<file path="src/hdl/pia_pkg.sv">
// Package for the process identifier allocator.
// Holds table sizes, field widths, codes and the structs shared by the modules.
// No dependencies.
`default_nettype none

package pia_pkg;

   localparam int TABLE_ENTRIES = 64;
   localparam int ID_LIMIT      = 128;

   localparam int SLOT_W   = $clog2(TABLE_ENTRIES);
   localparam int COUNT_W  = $clog2(TABLE_ENTRIES + 1);
   localparam int PID_W    = $clog2(ID_LIMIT);
   localparam int ID_W     = $clog2(ID_LIMIT + 1);
   localparam int STATUS_W = 2;

   localparam int FULL_COUNT = (TABLE_ENTRIES < ID_LIMIT - 1) ? TABLE_ENTRIES : ID_LIMIT - 1;

   localparam logic [ID_W-1:0]    ID_TOP     = ID_W'(ID_LIMIT);
   localparam logic [ID_W-1:0]    ID_FIRST   = ID_W'(1);
   localparam logic [SLOT_W-1:0]  SLOT_LAST  = SLOT_W'(TABLE_ENTRIES - 1);
   localparam logic [COUNT_W-1:0] COUNT_FULL = COUNT_W'(FULL_COUNT);

   typedef enum logic {
      MODE_ALLOC   = 1'b0,
      MODE_RELEASE = 1'b1
   } mode_type;

   typedef enum logic [STATUS_W-1:0] {
      STATUS_OK       = 2'd0,
      STATUS_FULL     = 2'd1,
      STATUS_NOT_LIVE = 2'd2
   } status_type;

   typedef enum logic [1:0] {
      ST_IDLE,
      ST_SCAN,
      ST_FINISH
   } state_type;

   typedef struct packed {
      logic              wr_en;
      logic [SLOT_W-1:0] wr_addr;
      logic [PID_W-1:0]  wr_data;
      logic [SLOT_W-1:0] rd_addr;
   } ram_req_type;

   typedef struct packed {
      logic               busy;
      logic [COUNT_W-1:0] live_count;
   } ctrl_stat_type;

endpackage

`default_nettype wire

</file>
<file path="src/hdl/pia_if.sv">
// Request and response channel interfaces of the process identifier allocator.
// Depends on pia_pkg for the field widths.
`default_nettype none

interface pia_req_if;
   logic                       valid;
   logic                       ready;
   logic                       mode;
   logic [pia_pkg::PID_W-1:0]  release_id;

   modport source (output valid, output mode, output release_id, input ready);
   modport sink   (input valid, input mode, input release_id, output ready);
endinterface

interface pia_rsp_if;
   logic                         valid;
   logic                         ready;
   logic [pia_pkg::PID_W-1:0]    given_id;
   logic [pia_pkg::STATUS_W-1:0] status;

   modport source (output valid, output given_id, output status, input ready);
   modport sink   (input valid, input given_id, input status, output ready);
endinterface

`default_nettype wire

</file>
<file path="src/hdl/pia_id_ram.sv">
// Live identifier table: one write port, one registered read port.
// Depends on pia_pkg.
`default_nettype none

module pia_id_ram (
   input  wire logic                       clock,
   input  wire pia_pkg::ram_req_type       ram_req,
   output logic [pia_pkg::PID_W-1:0]       rd_data
);
   import pia_pkg::*;

   logic [PID_W-1:0] mem [TABLE_ENTRIES];

   always_ff @(posedge clock) begin
      if (ram_req.wr_en) begin
         mem[ram_req.wr_addr] <= ram_req.wr_data;
      end
      rd_data <= mem[ram_req.rd_addr];
   end

endmodule

`default_nettype wire

</file>
<file path="src/hdl/pia_ctrl.sv">
// Allocator control: request decode, table walk with rescan, commit and response register.
// Depends on pia_pkg, pia_if and the read data of pia_id_ram.
`default_nettype none

module pia_ctrl (
   input  wire logic                  clock,
   input  wire logic                  reset,
   pia_req_if.sink                    req_chan,
   pia_rsp_if.source                  rsp_chan,
   output pia_pkg::ram_req_type       ram_req,
   input  wire logic [pia_pkg::PID_W-1:0] ram_rd_data,
   output pia_pkg::ctrl_stat_type     stat
);
   import pia_pkg::*;

   state_type          state_ff, state_in;
   mode_type           mode_ff, mode_in;
   logic [PID_W-1:0]   rid_ff, rid_in;
   logic               scan_ff, scan_in;
   logic               full_ff, full_in;
   logic [ID_W-1:0]    lg_ff, lg_in;
   logic [ID_W-1:0]    bound_ff, bound_in;
   logic [COUNT_W-1:0] count_ff, count_in;
   logic [TABLE_ENTRIES-1:0] valid_ff, valid_in;
   logic               found_ff, found_in;
   logic [SLOT_W-1:0]  slot_ff, slot_in;
   logic [SLOT_W-1:0]  issue_idx_ff, issue_idx_in;
   logic               issue_more_ff, issue_more_in;
   logic               p_valid_ff, p_valid_in;
   logic [SLOT_W-1:0]  p_idx_ff, p_idx_in;
   logic               p_live_ff, p_live_in;
   logic               rsp_valid_ff, rsp_valid_in;
   logic [PID_W-1:0]   rsp_given_ff, rsp_given_in;
   status_type         rsp_status_ff, rsp_status_in;

   always_comb begin
      logic [ID_W:0]   lg_inc;
      logic [ID_W-1:0] p_ext;
      logic            restart;
      logic            done;

      lg_inc  = {1'b0, lg_ff} + (ID_W+1)'(1);
      p_ext   = ID_W'(ram_rd_data);
      restart = 1'b0;
      done    = 1'b0;

      state_in      = state_ff;
      mode_in       = mode_ff;
      rid_in        = rid_ff;
      scan_in       = scan_ff;
      full_in       = full_ff;
      lg_in         = lg_ff;
      bound_in      = bound_ff;
      count_in      = count_ff;
      valid_in      = valid_ff;
      found_in      = found_ff;
      slot_in       = slot_ff;
      issue_idx_in  = issue_idx_ff;
      issue_more_in = issue_more_ff;
      p_valid_in    = 1'b0;
      p_idx_in      = p_idx_ff;
      p_live_in     = p_live_ff;
      rsp_valid_in  = rsp_valid_ff && !rsp_chan.ready;
      rsp_given_in  = rsp_given_ff;
      rsp_status_in = rsp_status_ff;

      ram_req.wr_en   = 1'b0;
      ram_req.wr_addr = slot_ff;
      ram_req.wr_data = PID_W'(lg_ff);
      ram_req.rd_addr = issue_idx_ff;

      req_chan.ready = (state_ff == ST_IDLE);

      unique case (state_ff)
         ST_IDLE: begin
            if (req_chan.valid) begin
               mode_in       = mode_type'(req_chan.mode);
               rid_in        = req_chan.release_id;
               found_in      = 1'b0;
               scan_in       = 1'b0;
               full_in       = 1'b0;
               issue_idx_in  = '0;
               issue_more_in = 1'b1;
               if (mode_type'(req_chan.mode) == MODE_ALLOC) begin
                  if (count_ff >= COUNT_FULL) begin
                     full_in  = 1'b1;
                     state_in = ST_FINISH;
                  end else begin
                     if (lg_inc >= {1'b0, ID_TOP}) begin
                        lg_in    = ID_FIRST;
                        scan_in  = 1'b1;
                        bound_in = ID_TOP;
                     end else if (lg_inc >= {1'b0, bound_ff}) begin
                        lg_in    = lg_inc[ID_W-1:0];
                        scan_in  = 1'b1;
                        bound_in = ID_TOP;
                     end else begin
                        lg_in = lg_inc[ID_W-1:0];
                     end
                     state_in = ST_SCAN;
                  end
               end else if (req_chan.release_id == '0) begin
                  state_in = ST_FINISH;
               end else begin
                  state_in = ST_SCAN;
               end
            end
         end

         ST_SCAN: begin
            if (issue_more_ff) begin
               p_valid_in    = 1'b1;
               p_idx_in      = issue_idx_ff;
               p_live_in     = valid_ff[issue_idx_ff];
               issue_idx_in  = issue_idx_ff + SLOT_W'(1);
               issue_more_in = (issue_idx_ff != SLOT_LAST);
            end
            if (p_valid_ff) begin
               if (mode_ff == MODE_ALLOC) begin
                  if (!p_live_ff && !found_ff) begin
                     found_in = 1'b1;
                     slot_in  = p_idx_ff;
                  end
                  if (scan_ff && p_live_ff) begin
                     if (p_ext == lg_ff) begin
                        if (lg_inc >= {1'b0, bound_ff}) begin
                           restart  = 1'b1;
                           bound_in = ID_TOP;
                           lg_in    = (lg_inc >= {1'b0, ID_TOP}) ? ID_FIRST : lg_inc[ID_W-1:0];
                        end else begin
                           lg_in = lg_inc[ID_W-1:0];
                        end
                     end else if (p_ext > lg_ff && bound_ff > p_ext) begin
                        bound_in = p_ext;
                     end
                  end
                  done = !restart && ((p_idx_ff == SLOT_LAST) || (!scan_ff && found_in));
               end else begin
                  if (p_live_ff && ram_rd_data == rid_ff) begin
                     found_in = 1'b1;
                     slot_in  = p_idx_ff;
                     done     = 1'b1;
                  end else begin
                     done = (p_idx_ff == SLOT_LAST);
                  end
               end
               if (restart) begin
                  issue_idx_in  = '0;
                  issue_more_in = 1'b1;
                  p_valid_in    = 1'b0;
               end
               if (done) begin
                  state_in      = ST_FINISH;
                  issue_more_in = 1'b0;
                  p_valid_in    = 1'b0;
               end
            end
         end

         ST_FINISH: begin
            if (!rsp_valid_ff || rsp_chan.ready) begin
               rsp_valid_in = 1'b1;
               state_in     = ST_IDLE;
               if (mode_ff == MODE_ALLOC) begin
                  if (full_ff) begin
                     rsp_given_in  = '0;
                     rsp_status_in = STATUS_FULL;
                  end else begin
                     ram_req.wr_en     = 1'b1;
                     valid_in[slot_ff] = 1'b1;
                     count_in          = count_ff + COUNT_W'(1);
                     rsp_given_in      = PID_W'(lg_ff);
                     rsp_status_in     = STATUS_OK;
                  end
               end else if (found_ff) begin
                  valid_in[slot_ff] = 1'b0;
                  if (count_ff != '0) begin
                     count_in = count_ff - COUNT_W'(1);
                  end
                  rsp_given_in  = rid_ff;
                  rsp_status_in = STATUS_OK;
               end else begin
                  rsp_given_in  = '0;
                  rsp_status_in = STATUS_NOT_LIVE;
               end
            end
         end

         default: begin
            state_in = ST_IDLE;
         end
      endcase
   end

   always_ff @(posedge clock) begin
      if (reset) begin
         state_ff      <= ST_IDLE;
         valid_ff      <= '0;
         lg_ff         <= ID_TOP;
         bound_ff      <= ID_TOP;
         count_ff      <= '0;
         issue_more_ff <= 1'b0;
         p_valid_ff    <= 1'b0;
         rsp_valid_ff  <= 1'b0;
      end else begin
         state_ff      <= state_in;
         valid_ff      <= valid_in;
         lg_ff         <= lg_in;
         bound_ff      <= bound_in;
         count_ff      <= count_in;
         issue_more_ff <= issue_more_in;
         p_valid_ff    <= p_valid_in;
         rsp_valid_ff  <= rsp_valid_in;
      end
   end

   always_ff @(posedge clock) begin
      mode_ff       <= mode_in;
      rid_ff        <= rid_in;
      scan_ff       <= scan_in;
      full_ff       <= full_in;
      found_ff      <= found_in;
      slot_ff       <= slot_in;
      issue_idx_ff  <= issue_idx_in;
      p_idx_ff      <= p_idx_in;
      p_live_ff     <= p_live_in;
      rsp_given_ff  <= rsp_given_in;
      rsp_status_ff <= rsp_status_in;
   end

   assign rsp_chan.valid    = rsp_valid_ff;
   assign rsp_chan.given_id = rsp_given_ff;
   assign rsp_chan.status   = rsp_status_ff;

   assign stat.busy       = (state_ff != ST_IDLE);
   assign stat.live_count = count_ff;

endmodule

`default_nettype wire

</file>
<file path="src/hdl/process_id_allocator.sv">
// Top level of the process identifier allocator: control and live identifier table.
// Depends on pia_pkg, pia_if, pia_id_ram and pia_ctrl.
//
//   channel    direction  handshake          payload
//   req_chan   in         valid / ready      mode, release_id
//   rsp_chan   out        valid / ready      given_id, status
//
// A request is taken only while the block is idle; one response per request.
// Allocate without rescan: the walk stops at the lowest free slot. Allocate with rescan:
// the walk covers the whole table through the single read port, one extra pass per rescan
// restart. Release stops at the matching slot; full or release of zero: no walk.
// Reset clears the live flags at once: no clearing pass. A stalled response holds only
// the commit step; the next request is taken while the previous response waits.
`default_nettype none

module process_id_allocator (
   input  wire logic clock,
   input  wire logic reset,
   pia_req_if.sink   req_chan,
   pia_rsp_if.source rsp_chan
);
   import pia_pkg::*;

   ram_req_type        ram_req;
   logic [PID_W-1:0]   ram_rd_data;
   ctrl_stat_type      stat;

   pia_ctrl u_ctrl (
      .clock       (clock),
      .reset       (reset),
      .req_chan    (req_chan),
      .rsp_chan    (rsp_chan),
      .ram_req     (ram_req),
      .ram_rd_data (ram_rd_data),
      .stat        (stat)
   );

   pia_id_ram u_id_ram (
      .clock   (clock),
      .ram_req (ram_req),
      .rd_data (ram_rd_data)
   );

`ifndef NO_ASSERTIONS
   a_busy_after_accept: assert property (@(posedge clock) disable iff (reset)
      (req_chan.valid && req_chan.ready) |=> stat.busy)
      else $error("block not busy after taking a request");

   a_error_gives_zero: assert property (@(posedge clock) disable iff (reset)
      (rsp_chan.valid && rsp_chan.status != STATUS_OK) |-> (rsp_chan.given_id == '0))
      else $error("error response carries a nonzero identifier");

   a_ok_gives_nonzero: assert property (@(posedge clock) disable iff (reset)
      (rsp_chan.valid && rsp_chan.status == STATUS_OK) |-> (rsp_chan.given_id != '0))
      else $error("ok response carries identifier zero");

   a_count_bounded: assert property (@(posedge clock) disable iff (reset)
      stat.live_count <= COUNT_FULL)
      else $error("live count beyond table capacity");
`endif

endmodule

`default_nettype wire

</file>
<file path="src/flat_wrapper.sv">
// flat-port wrapper written by rule: the top's interface ports become plain ports
module process_id_allocator_flat import pia_pkg::*;
  (clock, reset, req_chan_valid, req_chan_mode, req_chan_release_id, req_chan_ready, rsp_chan_valid, rsp_chan_given_id, rsp_chan_status, rsp_chan_ready);
  pia_req_if req_chan_i ();
  pia_rsp_if rsp_chan_i ();
  input  wire logic clock;
  input  wire logic reset;
  input wire logic [$bits(req_chan_i.valid)-1:0] req_chan_valid;
  input wire logic [$bits(req_chan_i.mode)-1:0] req_chan_mode;
  input wire logic [$bits(req_chan_i.release_id)-1:0] req_chan_release_id;
  output wire logic [$bits(req_chan_i.ready)-1:0] req_chan_ready;
  output wire logic [$bits(rsp_chan_i.valid)-1:0] rsp_chan_valid;
  output wire logic [$bits(rsp_chan_i.given_id)-1:0] rsp_chan_given_id;
  output wire logic [$bits(rsp_chan_i.status)-1:0] rsp_chan_status;
  input wire logic [$bits(rsp_chan_i.ready)-1:0] rsp_chan_ready;
  assign req_chan_i.valid = req_chan_valid;
  assign req_chan_i.mode = req_chan_mode;
  assign req_chan_i.release_id = req_chan_release_id;
  assign req_chan_ready = req_chan_i.ready;
  assign rsp_chan_valid = rsp_chan_i.valid;
  assign rsp_chan_given_id = rsp_chan_i.given_id;
  assign rsp_chan_status = rsp_chan_i.status;
  assign rsp_chan_i.ready = rsp_chan_ready;
  process_id_allocator u_core (.clock(clock), .reset(reset), .req_chan(req_chan_i), .rsp_chan(rsp_chan_i));
endmodule
</file>
<file path="config.mk">
export PLATFORM = sky130hd
export DESIGN_NAME = process_id_allocator_flat
export DESIGN_NICKNAME = d
export VERILOG_FILES = /design/src/hdl/pia_pkg.sv /design/src/hdl/pia_if.sv /design/src/hdl/pia_id_ram.sv /design/src/hdl/pia_ctrl.sv /design/src/hdl/process_id_allocator.sv /design/src/flat_wrapper.sv
export SDC_FILE = /design/constraint.sdc
export NUM_CORES = 1
export LEC_CHECK = 0
export ABC_AREA = 1
export BUFFER_PORTS_ARGS = -buffer_cell sky130_fd_sc_hd__buf_4
export CAP_MARGIN = 40
export CORE_ASPECT_RATIO = 0.6
export CORE_MARGIN = 3
export CORE_UTILIZATION = 30
export DETAILED_ROUTE_END_ITERATION = 10
export HOLD_SLACK_MARGIN = 0.05
export SLEW_MARGIN = 20
export SYNTH_ARGS = -nofsm -noshare
export SYNTH_HDL_FRONTEND = slang
export SYNTH_SLANG_ARGS = --single-unit
</file>
<file path="constraint.sdc">
create_clock -name clock -period 4.55 [get_ports clock]
set_clock_uncertainty 0.05 [all_clocks]
set_input_delay 0.455 -clock clock [delete_from_list [all_inputs] [get_ports clock]]
set_output_delay 0.455 -clock clock [all_outputs]
set_load 0.01 [all_outputs]
</file>
**After elaboration in Yosys (flattened, before gate mapping)**

Memories as Yosys holds them, arrays and structs flattened. A register that Yosys moved wholly into a read port is not among the register bits.
Index checks and enable logic that the tools add are counted.

- Register bits: 131
- Latch bits: 0
- Bits in writable memories: 448
- Bits in read-only memories: 0
- Bits of input ports: 12
- Output and inout bits: 11
- Word-level logic and storage cells: 187
- Memories kept: 1

- Add/sub/neg operators: 4
- $mul: 0
- Divide/modulo/power cells: 0
- Magnitude comparators: 8
- Equal/unequal tests: 21
- Shift-type cells: 0
- Muxes and demuxes: 96
- Bitwise logic cells: 4
- Reduce and logical (&&, ||, !) cells: 34

Memories:

| name | depth | bits a word | read ports | clocked after memory_dff | write ports | RTL line | source |
|---|---|---|---|---|---|---|---|
| u_core.u_id_ram.mem | 64 | 7 | 1 | 1 | 1 | pia_id_ram.sv:12 | `logic [PID_W-1:0] mem [TABLE_ENTRIES];` |

Operators with widths:

| operator | number |
|---|---|
| two-way mux 64 bit | 3 |
| two-way mux 8 bit | 19 |
| AND 64 bit | 1 |
| inverter 64 bit | 1 |
| OR 64 bit | 1 |
| two-way mux 7 bit | 7 |
| two-way mux 1 bit | 43 |
| two-way mux 6 bit | 7 |
| one-hot mux 8 bit (2 select lines) | 2 |
| != test 2 bit (second input constant) | 10 |
| two-way mux 2 bit | 9 |
| AND reduction 4 bit | 4 |
| AND reduction 8 bit | 2 |
| < comparator 6 x 7 -> 1 bit (second input constant) | 2 |
| one-hot mux 6 bit (2 select lines) | 1 |
| adder 8 x 1 -> 9 bit (second input constant) | 1 |
| >= comparator 9 x 8 -> 1 bit | 1 |
| >= comparator 9 x 8 -> 1 bit (second input constant) | 1 |
| == test 7 x 8 -> 1 bit | 1 |
| > comparator 7 x 8 -> 1 bit | 1 |
| > comparator 8 x 7 -> 1 bit | 1 |
| logical AND 1 bit | 8 |
| AND reduction 2 bit | 4 |
| adder 7 x 1 -> 7 bit (second input constant) | 1 |
| other kinds (24) | 36 |

**Depth between registers and ports, before layout**

Gate-level depths: netlist of run 1.

- Depth after elaboration: 16
- Gate-level depth with buffers: 20
- Gate-level depth less buffers: 20

**Modules after synthesis**

From an unflattened synthesis of run 1, not the netlist that was laid out.

- Cells, all modules: 2488
- Area, all modules: 25336.8 µm²

By module, submodules not included:

| module | times used | cells each | area each (µm²) | sequential area each (µm²) |
|---|---|---|---|---|
| pia_id_ram | 1 | 1607 | 18591.6 | 13593.0 |
| pia_ctrl | 1 | 881 | 6745.2 | 3012.9 |

**Least setup slack after synthesis of run 1**

Ideal clock, no wire load.

- Kind: reg-to-reg
- From: register u_core.u_ctrl.lg_ff[0]
- To: register u_core.u_ctrl.lg_ff[0]
- Setup time: 0.177 ns
- Data arrival time: 3.094 ns
- Required time: 4.323 ns
- Path slack: 1.230 ns
- Cell stages (with the launch flop): 12
- Path buffers: 0
- Clock period less this slack: 3.320 ns
- Cell sequence: dfxtp_1 ha_1 nand3_1 nor3_2 xor2_1 ha_1 a21oi_1 nand2_1 nand2_1 nand2_2 o21ai_1 a31oi_1

- Cells in the longest elaborated chain, start to end: 9
- Elaborated cells between the ends (all ways): 16
- Those cells by class: add/sub (1); order compare (2); eq/ne (2); mux (10); reduce/logical (1)

Ends and longest elaborated chain:

| item | RTL line | source |
|---|---|---|
| from (decl) | pia_ctrl.sv:21 | `logic [ID_W-1:0] lg_ff, lg_in;` |
| from (signal assigned) | pia_ctrl.sv:208 | `lg_ff <= lg_in;` |
| adder 8 x 1 -> 9 bit | pia_ctrl.sv:42 | `lg_inc = {1'b0, lg_ff} + (ID_W+1)'(1);` |
| >= comparator 9 x 8 -> 1 bit | pia_ctrl.sv:89, pia_ctrl.sv:129 |  |
| two-way mux 8 bit | pia_ctrl.sv:89 | `if (lg_inc >= {1'b0, ID_TOP}) begin` |
| two-way mux 8 bit | pia_ctrl.sv:126 | `if (lg_inc >= {1'b0, bound_ff}) begin` |
| two-way mux 8 bit | pia_ctrl.sv:125 | `if (p_ext == lg_ff) begin` |
| two-way mux 8 bit | pia_ctrl.sv:124 | `if (scan_ff && p_live_ff) begin` |
| two-way mux 8 bit | pia_ctrl.sv:119 | `if (mode_ff == MODE_ALLOC) begin` |
| two-way mux 8 bit | pia_ctrl.sv:118 | `if (p_valid_ff) begin` |
| one-hot mux 8 bit (2 select lines) | pia_ctrl.sv:74 | `unique case (state_ff)` |

Several ways; a longest one is shown, not always the timed one. The select of a mux whose other input is x is not followed.
A chain may end at the register's enable or synchronous reset.

==> results of run 1 <==
==> report_power, final <==
part           leakage [nW]  switching [mW]  internal [mW]  total (mW)
registers              5.50           0.165           6.07        6.23
clock network         0.788            1.99           2.34        4.33
logic                  3.34            2.17          0.827        2.99
==> metal layers <==
layer | share of wire, % | wire length (microns) | GRT usage (%) | vias up
met5 | 0 | 0 | 0 | -
met4 | 1.4 | 1020 | 2.89 | 0
met3 | 11 | 7770 | 4.15 | 103
met2 | 40 | 28800 | 22.0 | 899
met1 | 48 | 34700 | 25.7 | 9038
li1 | - | - | - | 8237
==> worst min-delay path by stage <==
stage,startpoint,end,slack [ns],cells after the start
4_1_cts,rsp_chan_ready,u_core.u_ctrl.rsp_chan.valid,0.15,4
3_3_place_gp,u_core.u_ctrl.p_idx_ff[1],u_core.u_ctrl.slot_ff[1],0.38,0
3_5_place_dp,u_core.u_ctrl.p_idx_ff[1],u_core.u_ctrl.slot_ff[1],0.39,0
2_1_floorplan,u_core.u_ctrl.issue_idx_ff[4],u_core.u_ctrl.p_idx_ff[4],0.37,0
5_1_grt,rsp_chan_ready,u_core.u_ctrl.rsp_chan.valid,0.21,4
6_report,rsp_chan_ready,u_core.u_ctrl.rsp_chan.valid,0.18,4
==> cells in the mapped netlist, types with 7 or more instances <==
library cell / count / area share, %
clkbuf_1: 92 / 1.4
nor2_2: 9 / 0.22
buf_4: 19 / 0.57
inv_1: 90 / 1.3
buf_6: 8 / 0.36
dfxtp_1: 99 / 7.9
buf_1: 12 / 0.18
o22ai_1: 146 / 3.6
xor2_1: 12 / 0.42
ha_1: 29 / 1.4
nor3_2: 59 / 2.4
nand4_1: 19 / 0.47
o211ai_1: 10 / 0.30
nand3_1: 42 / 0.84
buf_2: 25 / 0.50
inv_2: 7 / 0.10
nor3_1: 58 / 1.2
a21oi_1: 110 / 2.2
nor2_1: 344 / 5.1
a31oi_1: 9 / 0.22
edfxtp_1: 487 / 58
o21ai_0: 344 / 6.9
nand2_1: 144 / 2.2
o21ai_1: 33 / 0.66
==> stage by stage <==
step / power (mW) / hold slack [ns] / std cells / setup WS, ns / area [sq um]
detailed placement: 9.24 / 0.390 / 3320 / 1.54 / 26700
finish: 13.6 / 0.181 / 3438 / 1.48 / 28600
CTS: 13.5 / 0.152 / 3426 / 1.53 / 28400
floorplan: 8.12 / 0.374 / 2246 / 1.23 / 25100
global route: 14.1 / 0.207 / 3438 / 1.26 / 28600
global placement: 9.20 / 0.380 / 3292 / 1.59 / 26500
==> area by class of cell <==
cell class                      instances  area (sq um)  share of cell area [%]
Sequential cell                       586         16600                    58.1
Multi-Input combinational cell       1405          7430                    26.0
Clock buffer                           73          1410                    4.93
Tap cell                             1120          1400                    4.90
Timing Repair Buffer                  130          1120                    3.91
Inverter                               99           378                    1.32
Clock inverter                         25           223                   0.779
==> cell families after synthesis <==
group                      after synthesis  share of synthesized area (%)
adders and majority gates               30                           1.53
DFF                                    586                           66.1
and+or+nand+nor                        692                           12.9
xor gates and xnor gates                14                          0.488
AOI/OAI and AO/OA                      669                           14.5
buffers and inverters                  255                           4.46
==> worst max-delay path: cells and delay by family (launching register included) <==
| kind | cells | cell delay (ns) |
|---|---|---|
| buffers and inverters | 1 | 0.48 |
| AND/OR/NAND/NOR | 4 | 0.42 |
| flip-flops | 1 | 0.54 |
| AO/OA/AOI/OAI | 4 | 1.40 |
==> flow_summary.yaml, run 1 <==
run_status:
  status: "complete, no violations"
global_route:
  overflow: 0
  grtUsageTotal_pct: 16.2
  grt_max_degree: 148
  grt_pass1_vias: 17400
  grt_pass1_wl_mm: 110
  antenna_found_initial: 1
route:
  drt_first_pass_iters: 7
  vias: 18300
  vias_per_cell: 5.32
  wl_mm: 72.4
  drt-wirelength-per-cell_microns: 21.0
  drtIter0Drc: 2317
  drtAntennaViolNets: 0
  post-route-drc-count: 0
critical_path:
  cpMaxStageDelayCell: "a31oi_1"
  reg2reg_slack_ns: 1.48
  r2r_cells: 9
  worstPathMaxFanout: 147
  crit_chain: "buf_12 > o21ai_0 > o22ai_1 > nand2_1 > nand4_1 > nand2_1 > a31oi_1 > o21ai_1 > nand2_1"
  worstPathArrival_ns: 3.56
  crit_path_max_incr_delay_ns: 0.59
  crit_path_end_kind: "flop"
  critPathLaunchType: "flop"
  crit_start: "u_core.u_ctrl.issue_idx_ff[0]"
  cp.required_ns: 5.05
  reg2reg_to: "u_core.u_id_ram.rd_data[0]"
  regToRegStartpoint: "u_core.u_ctrl.issue_idx_ff[0]"
  critPathKind: "reg -> reg"
  critPathCapture: "u_core.u_id_ram.rd_data[0]"
  crit_top_cell: "nand2_1"
die:
  chipHeight_microns: 230
  die_area_sq_um: 87300
  die_x_microns: 379
  ios: 23
  start_util_pct: 30.5
  num_rows: 81
  core_area_sq_um: 82200
clocking:
  ctsHtreeMaxLevel: 2
  clk-insertion-delay-late_ns: 0.62
  cts_buffer_depth: 3
  clockRootBuffer: "clkbuf_16"
  cts_buffers: 52
  cts_tree: "done"
  postCtsSetupBuffers: 0
  ctsResizeCount: 0
  clk_pin_slew_ns: 0.07
  cts_hold_buf: 8
  cts_sinks: 586
sta:
  min_period_ns: 3.07
  worst_pin_slew_ns: 0.856
  report.final.hold_viol_count: 0
  totalNegativeSetupSlack_ns: 0
  grt_setup_unrepaired: "no"
  setup_viol: 0
  min_period_over_period_pct: 67.4
  timing.fmax_mhz: 326
  finalMaxSlewViolations: 0
  relSlewSlack_pct: 42.6
cells_and_area:
  drive_above_1_share_pct: 12.8
  diodes: 0
  final_common_cell: "edfxtp_1"
  final_nets: 2316
  fillCellCount: 8021
  fin_util_pct: 34.8
  layout_common_cells: "edfxtp_1, nor2_1, o21ai_0"
  area_growth_pct: 13.8
synth:
  yosys_warnings: 0
  synth_area_sq_um: 25100
  synth-edff-count: 487
  syn-num-nets: 2288
  syn_inst: 2246
  synth-main-ff-cell: "edfxtp_1"
  ys_seq_area_share_pct: 66.1
  ys_ff_latch: 586
  synth.avg_cell_area_sq_um: 11.2
  synth_async_sr_flop_share_pct: 0
  synth_cell_types: 47
power_and_ir_drop:
  power.density_nw_per_um2: 474
  ir_drop_uv: 367
  total_leakage_power_nw: 9.63
placement:
  dpl.hpwl_mm: 44.4
  io_buffers: 22
  place_congestion: 0.872
flow_run:
  cap_violations: 0
min_path:
  holdCritPathClass: "in -> reg"
No activity file was read; power rests on OpenSTA's default activity.
==> run 2, diff against run 1 <==
clock period = 3.2 ns   (was 4.55 ns; I/O delays follow)
==> run 2 against run 1 <==
  * Clock-buffer cell count is 4 lower
  * Total power is 47% higher
  * Sequential cell count stayed put
  * Combinational power is 46% higher
  * Design area is 1.8% higher
  * Critical endpoint is now u_core.u_id_ram.rd_data[3]
==> flow_summary.yaml, run 2 (synthesized netlist as in run 1, its figures left out) <==
min_path:
  hold_depth: 5
  holdCritPathClass: "in -> reg"
clocking:
  cts_buffers: 53
  cts_sinks: 586
  clockRootBuffer: "clkbuf_16"
  clk-insertion-delay-late_ns: 0.61
  ctsHtreeMaxLevel: 2
  postCtsSetupBuffers: 0
  cts_tree: "done"
  clk_pin_slew_ns: 0.07
  cts_buffer_depth: 3
die:
  die_x_microns: 379
  chipHeight_microns: 230
  core_area_sq_um: 82200
  start_util_pct: 30.5
  ios: 23
  die_area_sq_um: 87300
  num_rows: 81
route:
  vias_per_cell: 5.31
  drtIter0Drc: 2652
  wl_mm: 73.2
  drt-wirelength-per-cell_microns: 21.0
  post-route-drc-count: 0
  vias: 18500
  drt_first_pass_iters: 6
  drtAntennaViolNets: 0
placement:
  postPlaceCellArea_sq_um: 27200
  dpl.hpwl_mm: 46.3
  io_buffers: 22
  place_congestion: 0.859
sta:
  holdWs_ns: 0.0714
  grt_setup_unrepaired: "no"
  report.final.hold_viol_count: 0
  min_period_ns: 2.93
  min_period_over_period_pct: 91.6
  setup_viol: 0
  totalNegativeSetupSlack_ns: 0
  relSlewSlack_pct: 43.6
  finalMaxSlewViolations: 0
  timing.fmax_mhz: 341
  worst_pin_slew_ns: 0.845
critical_path:
  crit_chain: "inv_6 > buf_12 > o21ai_0 > o22ai_1 > nand2_1 > nand4_1 > nand2_1 > a31oi_1 > buf_4 > o21ai_1 > o21ai_1"
  cp_top_family: "buffers and inverters"
  cp_num_cells: 11
  critPathKind: "reg -> reg"
  worstPathMaxFanout: 69
  worstPathArrival_ns: 3.41
  cp.required_ns: 3.68
  cpMaxStageDelayCell: "edfxtp_1"
  crit_path_max_incr_delay_ns: 0.54
  r2r_cells: 11
  crit_path_end_kind: "flop"
  critPathLaunchType: "flop"
  cp_num_buf_inv: 3
global_route:
  overflow: 0
  grt_pass1_vias: 17300
  grtUsageTotal_pct: 16.4
  grt_max_degree: 106
  grt_pass1_wl_mm: 110
  antenna_found_initial: 3
flow_run:
  cap_violations: 0
power_and_ir_drop:
  ir_drop_uv: 482
  power.density_nw_per_um2: 687
  total_leakage_power_nw: 9.91
  p_total_mw: 20.0
run_status:
  status: "complete, no violations"
cells_and_area:
  diodes: 0
  final_nets: 2359
  fin_util_pct: 35.4
  final_area_sq_um: 29100
  drive_above_1_share_pct: 14.6
  final_common_cell: "edfxtp_1"
  layout_common_cells: "edfxtp_1, nor2_1, o21ai_0"
  area_growth_pct: 15.9
==> run 2: path summary, 6_finish.rpt <==
check,endpoint,startpoint,slack [ns]
setup / recovery,u_core.u_id_ram.rd_data[3],u_core.u_ctrl.issue_idx_ff[0],0.27
hold / removal,u_core.u_ctrl.state_ff[0],req_chan_valid,0.07
setup reg to reg,u_core.u_id_ram.rd_data[3],u_core.u_ctrl.issue_idx_ff[0],0.27
hold reg to reg,u_core.u_ctrl.slot_ff[1],u_core.u_ctrl.p_idx_ff[1],0.40
==> run 2: power breakdown <==
| group | switching (mW) | internal [mW] | leakage, nW |
|---|---|---|---|
| logic | 3.10 | 1.28 | 3.55 |
| clock network | 2.98 | 3.74 | 0.867 |
| registers | 0.256 | 8.63 | 5.50 |
| total | 6.33 | 13.7 | 9.91 |
==> run 2: area by class of cell <==
| cell class | count | area, sq um |
|---|---|---|
| multi-input cells | 1405 | 7390 |
| clock inverters | 31 | 379 |
| clock buffers | 69 | 1430 |
| inverters | 99 | 378 |
| well taps | 1120 | 1400 |
| repair buffers | 172 | 1510 |
| fillers | 8041 | 53100 |
| flip-flops and latches | 586 | 16600 |
==> run 2: metrics by stage <==
stage | setup WS, ns | instances
4_1_cts | 0.351 | 3481
3_3_place_gp | 0.382 | 3371
6_report | 0.270 | 3482
3_5_place_dp | 0.379 | 3372
5_1_grt | 0.147 | 3482
2_1_floorplan | 0.111 | 2246
==> run 2: layer usage <==
layer  part of all wire [%]  track usage, %
met5                      0               0
met1                     48            27.0
met3                     11            3.03
met4                    1.3            2.62
met2                     40            22.1
==> run 2: tightest hold or removal path, delay by kind of cell <==
family,cells,cell delay (ns)
compound gates,1,0.09
buf+inv,2,0.13
simple gates,2,0.16
==> run 2: repair_timing <==
action                    4_1_cts  5_1_grt
hold endpoints to repair       10        0
resized for setup               0        0
hold buffers                    9        0
==> run 3, diff against run 2 <==
ABC_AREA = 0   (was 1)
==> run 3 against run 2 <==
  * Sequential cell count is the same
  * Clock-buffer cell count decreased by 7
  * Synthesized cell count down 35%
  * Combinational power is 62% lower
==> flow_summary.yaml, run 3 <==
run_status:
  status: "complete, no violations"
critical_path:
  crit_path_max_incr_delay_ns: 0.37
  cpMaxStageDelayCell: "dfxtp_4"
  crit_chain: "ha_2 > nand3_1 > nor3_2 > xnor2_1 > ha_1 > and3_1 > a221o_1 > a31o_2 > o31a_1 > nor3b_1 > o311a_1"
  worstPathArrival_ns: 3.58
  worstPathMaxFanout: 7
  crit_path_end_kind: "flop"
  critPathLaunchType: "flop"
  cp.required_ns: 3.70
  critPathKind: "reg -> reg"
  reg2reg_slack_ns: 0.11
die:
  die_x_microns: 373
  ios: 23
  num_rows: 80
  core_area_sq_um: 79900
  chipHeight_microns: 226
  die_area_sq_um: 84600
  start_util_pct: 30.4
cells_and_area:
  diodes: 0
  drive_above_1_share_pct: 24.6
  final_nets: 1580
  area_growth_pct: 15.2
  layout_common_cells: "edfxtp_1, mux4_2, buf_4"
  final_common_cell: "edfxtp_1"
  fillCellCount: 7493
  fin_util_pct: 35.0
  multi_input_area_sq_um: 7200
  final_area_sq_um: 28000
  seq_area_sq_um: 16600
route:
  drtIter0Drc: 1603
  wl_mm: 61.6
  vias: 14000
  drt-wirelength-per-cell_microns: 23.3
  vias_per_cell: 5.30
  drt_first_pass_iters: 5
  post-route-drc-count: 0
  drtAntennaViolNets: 0
synth:
  synth_async_sr_flop_share_pct: 0
  syn_inst: 1453
  synth_common_cells: "edfxtp_1, mux4_2, nor2_1"
  yosys.area.top_type: "edfxtp_1"
  netlist.area_leader.share_pct: 60.2
  synth-main-ff-cell: "edfxtp_1"
  ys_ff_latch: 586
  synth.avg_cell_area_sq_um: 16.7
  synth_area_leaders: "edfxtp_1, mux4_2, dfxtp_1, a311oi_1, nor2_1"
  synth-edff-count: 487
  synth_area_sq_um: 24300
  synthMostInstantiatedCell: "edfxtp_1"
  syn-num-nets: 1495
  yosys_warnings: 0
  synth_cell_types: 68
  ys_seq_area_share_pct: 68.3
flow_run:
  cap_violations: 0
clocking:
  cts_buffer_depth: 3
  clk-insertion-delay-late_ns: 0.60
  clockRootBuffer: "clkbuf_16"
  clk_pin_slew_ns: 0.07
  postCtsSetupBuffers: 0
  cts_tree: "done"
  cts_buffers: 50
  ctsHtreeMaxLevel: 2
  cts_sinks: 586
placement:
  dp_slack_ns: 0.0641
  dpl.hpwl_mm: 41.2
  place_congestion: 0.876
  postPlaceCellArea_sq_um: 26300
  io_buffers: 22
global_route:
  grt_use_met2_pct: 19.2
  overflow: 0
  grt-busiest-layer: "met1"
  grt_max_degree: 71
  grtUsageMet3_pct: 4.70
  grt_pass1_wl_mm: 92.0
  grt_pass1_vias: 13700
  use_met1_pct: 22.9
  antenna_found_initial: 0
  grtUsageTotal_pct: 14.4
sta:
  min_period_ns: 3.09
  worst_pin_slew_ns: 0.881
  min_period_over_period_pct: 96.4
  timing.fmax_mhz: 324
  holdWs_ns: 0.0793
  relSlewSlack_pct: 41.1
  fin_ws_ns: 0.115
  finalMaxSlewViolations: 0
  report.final.hold_viol_count: 0
  setup_viol: 0
power_and_ir_drop:
  total_leakage_power_nw: 9.25
  power.density_nw_per_um2: 576
  ir_drop_uv: 367
  p_total_mw: 16.1
min_path:
  holdCritPathClass: "in -> reg"
==> run 3: cell types whose count changed after synthesis, sizes merged, moves of 18 or more <==
| cell | before | now |
|---|---|---|
| inv | 97 | 35 |
| nand2 | 147 | 47 |
| clkbuf | 92 | 65 |
| nor2b | 0 | 18 |
| nor2 | 358 | 110 |
| a311oi | 0 | 50 |
| o21ai | 377 | 23 |
| mux4 | 0 | 144 |
| nor3 | 117 | 19 |
| buf | 64 | 32 |
| nand3 | 42 | 16 |
| a21oi | 111 | 69 |
| o22ai | 146 | 10 |
==> run 3: worst paths after layout <==
| kind | startpoint | to | depth (start not counted) |
|---|---|---|---|
| min | reset | u_core.u_ctrl.count_ff[2] | 2 |
| max | u_core.u_ctrl.lg_ff[1] | u_core.u_ctrl.state_ff[1] | 11 |
| min reg2reg | u_core.u_ctrl.p_idx_ff[4] | u_core.u_ctrl.slot_ff[4] | 0 |
| max reg2reg | u_core.u_ctrl.lg_ff[1] | u_core.u_ctrl.state_ff[1] | 11 |
==> run 3: final cells by class <==
class                   count  share of cell area [%]
flip-flops and latches    586                    59.4
clock buffers              62                    4.63
multi-input cells         735                    25.7
well taps                1066                    4.76
inverters                  35                   0.469
clock inverters            28                    1.05
repair buffers            130                    3.99
==> run 3: per-stage QoR <==
stage	TNS [ns]	cells
after global placement	0	2541
after global routing	-0.0104	2642
after floorplan	0	1453
after CTS	0	2640
after detailed placement	0	2542
final	0	2642
==> run 3: metal layers <==
layer / share of wire, % / routed length, microns
met5: 0 / 0
met3: 11 / 6540
met2: 39 / 24200
met4: 1.2 / 730
met1: 49 / 30100
==> run 3: timing repair <==
item / CTS / global route
setup endpoints to repair: 0 / 13
gates resized for setup: 0 / 5
hold buffers: 8 / 0
hold endpoints to repair: 10 / 0
==> run 3: worst max-delay path, delay by kind of cell (launching register included) <==
family,cells,cell delay [ns]
AOI/OAI and AO/OA,4,1.13
adders and majority gates,2,0.46
DFF,1,0.37
and+or+nand+nor,4,0.82
xor gates and xnor gates,1,0.19
==> run 3: kinds of logic after synthesis <==
group | Yosys count | share of synthesized area, %
flip-flops | 586 | 68.3
XOR/XNOR | 21 | 0.757
AO/OA/AOI/OAI | 250 | 7.56
buffers and inverters | 132 | 2.23
adder cells (fa/ha/maj) | 30 | 1.58
AND/OR/NAND/NOR | 279 | 5.73
multiplexers | 155 | 13.8
==> run 3: where the power goes <==
| part | total [mW] | switching, mW | leakage [nW] | internal, mW |
|---|---|---|---|---|
| logic | 1.67 | 0.984 | 2.72 | 0.683 |
| registers | 8.37 | 0.122 | 5.75 | 8.25 |
| clock network | 6.09 | 2.79 | 0.779 | 3.30 |
